**src/rtl/srdc_pkg.sv**
```systemverilog
`timescale 1ns / 1ps

package srdc_pkg;

    // Result status codes
    localparam logic [1:0] ST_SUCCESS  = 2'd0;
    localparam logic [1:0] ST_NO_REPLY = 2'd1;
    localparam logic [1:0] ST_INVALID  = 2'd2;
    localparam logic [1:0] ST_BAD_CRC  = 2'd3;

    // Register indexes (word address bit 2)
    localparam logic REG_SYNC   = 1'b0;
    localparam logic REG_MASTER = 1'b1;

    // Register reset values
    localparam logic [7:0] SYNC_RESET   = 8'h05;
    localparam logic [7:0] MASTER_RESET = 8'hFF;

    localparam logic [7:0]  CRC_POLY  = 8'h07;
    localparam logic [31:0] FAIL_DATA = 32'hFFFF_FFFF;

    // Byte position of the received CRC within a datagram
    localparam logic [2:0] LAST_POS = 3'd7;

    // Result of one processed transaction
    typedef struct packed {
        logic        valid;
        logic [1:0]  status;
        logic [31:0] data;
    } srdc_result_t;

    // CRC-8 update: MSB-first register, data bits fed LSB first
    function automatic logic [7:0] crc8_feed(input logic [7:0] crc, input logic [7:0] din);
        logic [7:0] c;
        c = crc;
        for (int k = 0; k < 8; k++)
        begin
            if (c[7] ^ din[k])
            begin
                c = {c[6:0], 1'b0} ^ CRC_POLY;
            end
            else
            begin
                c = {c[6:0], 1'b0};
            end
        end
        return c;
    endfunction

endpackage

```
**src/rtl/srdc_frame.sv**
```systemverilog
`timescale 1ns / 1ps

module srdc_frame
    import srdc_pkg::*;
(
    input  logic         clk,
    input  logic         rst_n,
    input  logic         process,
    input  logic [7:0]   rx_byte,
    input  logic         timeout,
    input  logic [6:0]   expected_reg,
    input  logic [7:0]   sync_value,
    input  logic [7:0]   reply_address,
    output srdc_result_t result
);

    logic [2:0]  pos_reg, pos_next;
    logic [7:0]  crc_reg, crc_next;
    logic        hdr_bad_reg, hdr_bad_next;
    logic [31:0] data_reg, data_next;

    // Datagram decode and result selection
    always_comb
    begin
        pos_next      = pos_reg;
        crc_next      = crc_reg;
        hdr_bad_next  = hdr_bad_reg;
        data_next     = data_reg;
        result.valid  = timeout || (pos_reg == LAST_POS);
        result.status = ST_SUCCESS;
        result.data   = FAIL_DATA;

        if (timeout)
        begin
            // abort frame, back to sync hunt
            result.status = ST_NO_REPLY;
            pos_next      = '0;
            crc_next      = '0;
            hdr_bad_next  = 1'b0;
            data_next     = '0;
        end
        else if (pos_reg == '0)
        begin
            // hunting for sync
            if (rx_byte == sync_value)
            begin
                pos_next     = 3'd1;
                crc_next     = crc8_feed(8'h00, rx_byte);
                hdr_bad_next = 1'b0;
                data_next    = '0;
            end
        end
        else if (pos_reg != LAST_POS)
        begin
            if ((pos_reg == 3'd1) && (rx_byte != reply_address))
            begin
                hdr_bad_next = 1'b1;
            end
            if ((pos_reg == 3'd2) && (rx_byte != {1'b0, expected_reg}))
            begin
                hdr_bad_next = 1'b1;
            end
            if (pos_reg >= 3'd3)
            begin
                data_next = {data_reg[23:0], rx_byte};
            end
            crc_next = crc8_feed(crc_reg, rx_byte);
            pos_next = pos_reg + 3'd1;
        end
        else
        begin
            // CRC byte: header check takes precedence
            if (hdr_bad_reg)
            begin
                result.status = ST_INVALID;
            end
            else if (rx_byte != crc_reg)
            begin
                result.status = ST_BAD_CRC;
            end
            else
            begin
                result.status = ST_SUCCESS;
                result.data   = data_reg;
            end
            pos_next     = '0;
            crc_next     = '0;
            hdr_bad_next = 1'b0;
            data_next    = '0;
        end
    end

    // Frame state
    always_ff @(posedge clk or negedge rst_n)
    begin
        if (!rst_n)
        begin
            pos_reg     <= '0;
            crc_reg     <= '0;
            hdr_bad_reg <= 1'b0;
            data_reg    <= '0;
        end
        else if (process)
        begin
            pos_reg     <= pos_next;
            crc_reg     <= crc_next;
            hdr_bad_reg <= hdr_bad_next;
            data_reg    <= data_next;
        end
    end

endmodule

```
**config.mk**
```make
export PLATFORM = sky130hd
export DESIGN_NAME = srdc_frame
export DESIGN_NICKNAME = d
export VERILOG_FILES = /design/src/rtl/srdc_pkg.sv /design/src/rtl/srdc_frame.sv
export SDC_FILE = /design/constraint.sdc
export NUM_CORES = 1
export LEC_CHECK = 0
export ABC_AREA = 1
export BUFFER_PORTS_ARGS = -buffer_cell sky130_fd_sc_hd__buf_4
export CORE_UTILIZATION = 51
export CTS_CLUSTER_SIZE = 25
export DETAILED_ROUTE_END_ITERATION = 8
export PLACE_DENSITY_LB_ADDON = 0.3
export SLEW_MARGIN = 30
export SYNTH_ARGS = -nofsm -noshare
export SYNTH_HDL_FRONTEND = slang
export SYNTH_SLANG_ARGS = --single-unit
```
**constraint.sdc**
```tcl
create_clock -name clk -period 1.99 [get_ports clk]
set_input_delay 0.398 -clock clk [delete_from_list [all_inputs] [get_ports clk]]
set_output_delay 0.398 -clock clk [all_outputs]
set_load 0.01 [all_outputs]
```
==> flow_summary.toml <==
[sta]
post-route-min-period_ps = 2340
slew_viol_final = 0
worstMarginPinSlew_ps = 605
final.setup.worst_slack_ps = -348
fmax_mhz = 428
skew_ps = 14.3
grt_setup_unrepaired = "yes"
finalCritPeriodShare_pct = 117
setup_violations = 34
timing.final.hold_violations = 0
slew_headroom_pct = 59.7

[worst_setup_path]
worstSetupPathType = "flip-flop to primary output"
critPathCaptureType = "primary output"
crit_arrival_ps = 1940
startpoint_type_of_the_worst_setup_path = "flip-flop"
critical_path_peak_fanout = 8
critical_path_required_ps = 1590

[power_and_ir_drop]
switchingPower_mw = 2.22
cellPowerDensity_mw_per_mm2 = 977
pwr-share-seq_pct = 27.9
power_frac_comb_pct = 57.0
power.ir.vdd_worst_mv = 0.615
intPower_mw = 2.66
p_sw_share_pct = 45.5
total_power_mw = 4.88
power.static_leakage_nw = 2.42
proportion_of_power_drawn_by_the_clock_network_pct = 15.1

[synthesis]
postSynthAreaPerCell_um2 = 6.68
synth-edff-count = 0
yosys_most_used_dff = "dfrtp_1"
synth.top_cell.area_share_pct = 31.2
ys_seq_elements = 44
synth_cells = 528
mappedNetlistNets = 569
synth.largest_area_cell = "dfrtp_1"
synth-async-reset-ratio_pct = 100
synthTopCellsByArea = "dfrtp_1, nand2_1, nand3_1"
synth.lib_cells_used.distinct = 29
seq_area_frac_synth_pct = 31.2
synth_warnings = 0
syn-cell-area_mm2 = 0.00353

[floorplan]
placeableCoreArea_mm2 = 0.00653
die_x_um = 85.2
floorplan.initialDensity_pct = 54.0
die_h_um = 85.2
fp-row-count = 29
fp.dieArea_mm2 = 0.00726
io_pins = 70

[clocking]
cts_num_sinks = 44
worst_skew_pair.late_latency_ps = 310
cts_root_buf = "clkbuf_8"
clkTransAtPathRegs_ps = 110
tritoncts = "yes"
cts_made_buffers = 5
htree_num_levels = 2
clock_path_buffers = 2
cts_hold_repair.buffers = 0

[routing]
vias = 3947
drt-total-wl_mm = 11.9
detailedRoute.firstPassIterationCount = 8
initialDrtViolationCount = 374
vias_per_cell = 5.51
drt.antenna.violating_nets = 0
drt_drc_violations_left = 0
wl_per_cell_um = 16.6

[min_path]
classification_of_the_worst_slack_hold_path = "input port to asynchronous set/reset pin"

[finish]
diodes = 0
number_of_flip_flops_in_the_largest_register = 32
syn_to_final_growth_pct = 41.5
final_cell_count_no_fill = 716
fin_nets = 679
most_frequent_standard_cell_in_the_layout_excluding_fill_and_tap_cells = "nand2_1"
share_of_cells_above_drive_strength_1_pct = 34.6
mostFrequentLayoutCells = "nand2_1, buf_4, inv_1"
final_cell_area_mm2 = 0.00499
utilization_pct = 76.5
fillcell_total = 448

[global_route]
overflow = 0
antenna_found_initial = 0
busiest_layer = "met2"
grt_use_total_pct = 29.8
met2_usage_pct = 49.5
grt_pass1_vias = 3592
use_met1_pct = 40.4
grt_max_degree = 45
grt_first_pass_wirelength_mm = 17.0
grtUsageMet3_pct = 4.18

[placed_design]
io_buffers = 69
dp.final_hpwl_mm = 7.54
placedInstanceArea_mm2 = 0.00431
placed_cells_incl_taps = 692
gp_congestion = 0.941

[run_status]
result_of_the_run = "finished, violations left"
violated_checks = "negative setup slack"

[flow_run]
max_cap_viol_count = 0
==> worst paths after layout <==
check	endpoint	slack, ps	cells past startpoint	start
max	result[16]	-350	7	crc_reg[7]
min	data_reg[25]	80	1	rst_n
max reg2reg	data_reg[26]	60	12	pos_reg[0]
min reg2reg	data_reg[5]	550	2	data_reg[5]
max in group asynchronous	crc_reg[4]	1450	1	rst_n
min in group clk	pos_reg[1]	470	4	timeout
==> routing by layer <==
layer  wire, um  share of wire [%]  up-vias
li1           -                  -     1831
met1       4760                 40     1854
met2       5830                 49      215
met3        846                7.1       47
met4        438                3.7        0
met5          0                  0        -
==> worst max-delay path: stages (launching register included) <==
cell and delay (ps):
dfrtp_1 430, xor2_1 180, nor3_2 250, nand2_2 120
nor2_4 210, buf_6 200, nand3_2 110, buf_6 140
==> power groups by stage <==
stage	logic (mW)	clock network (mW)	registers, mW
2_1_floorplan	1.72	0	1.30
3_3_place_gp	2.36	0	1.33
3_5_place_dp	2.41	0	1.34
4_1_cts	2.47	0.728	1.33
5_1_grt	3.05	0.771	1.38
6_report	2.78	0.737	1.36
==> cells in the mapped netlist (7+ instances only) <==
cell / n
nand2_1: 180
inv_1: 68
nand3_1: 54
nor2_1: 53
dfrtp_1: 44
o21ai_2: 28
xnor2_1: 21
xor2_1: 11
buf_2: 9
buf_6: 8
o21ai_0: 7
==> what timing repair did <==
action                                 CTS  global route
setup endpoints to repair               42            66
resized for setup                       32            61
gates cloned                             4             4
pin swaps                                7            10
endpoints found under the hold margin    0             0
setup buffers                            4             5
==> per-stage QoR <==
step / TNS [ps] / hold slack (ps) / worst slack [ps]
6_report: -10260 / 84.8 / -348
5_1_grt: -12620 / 129 / -397
4_1_cts: -11070 / 102 / -340
3_5_place_dp: -3640 / 432 / -149
3_3_place_gp: -2970 / 434 / -118
2_1_floorplan: 0 / 102 / 43.2
==> logic make-up after synthesis <==
logic type | Yosys count | share of synthesized area, %
buffers and inverters | 99 | 13.1
AO/OA/AOI/OAI | 47 | 9.75
AND/OR/NAND/NOR | 300 | 35.9
adder cells (fa/ha/maj) | 6 | 2.13
XOR/XNOR | 32 | 7.94
flip-flops | 44 | 31.2
==> layout make-up <==
class	instances	area [um2]	share of cell area, %
multi-input combinational	385	2180	43.7
timing repair buffer	128	1210	24.2
sequential	44	1100	22.1
inverter	74	285	5.71
tap	77	96.3	1.93
clock buffer	5	68.8	1.38
clock inverter	3	46.3	0.927
Note: power is estimated with default switching activity, not from simulation.
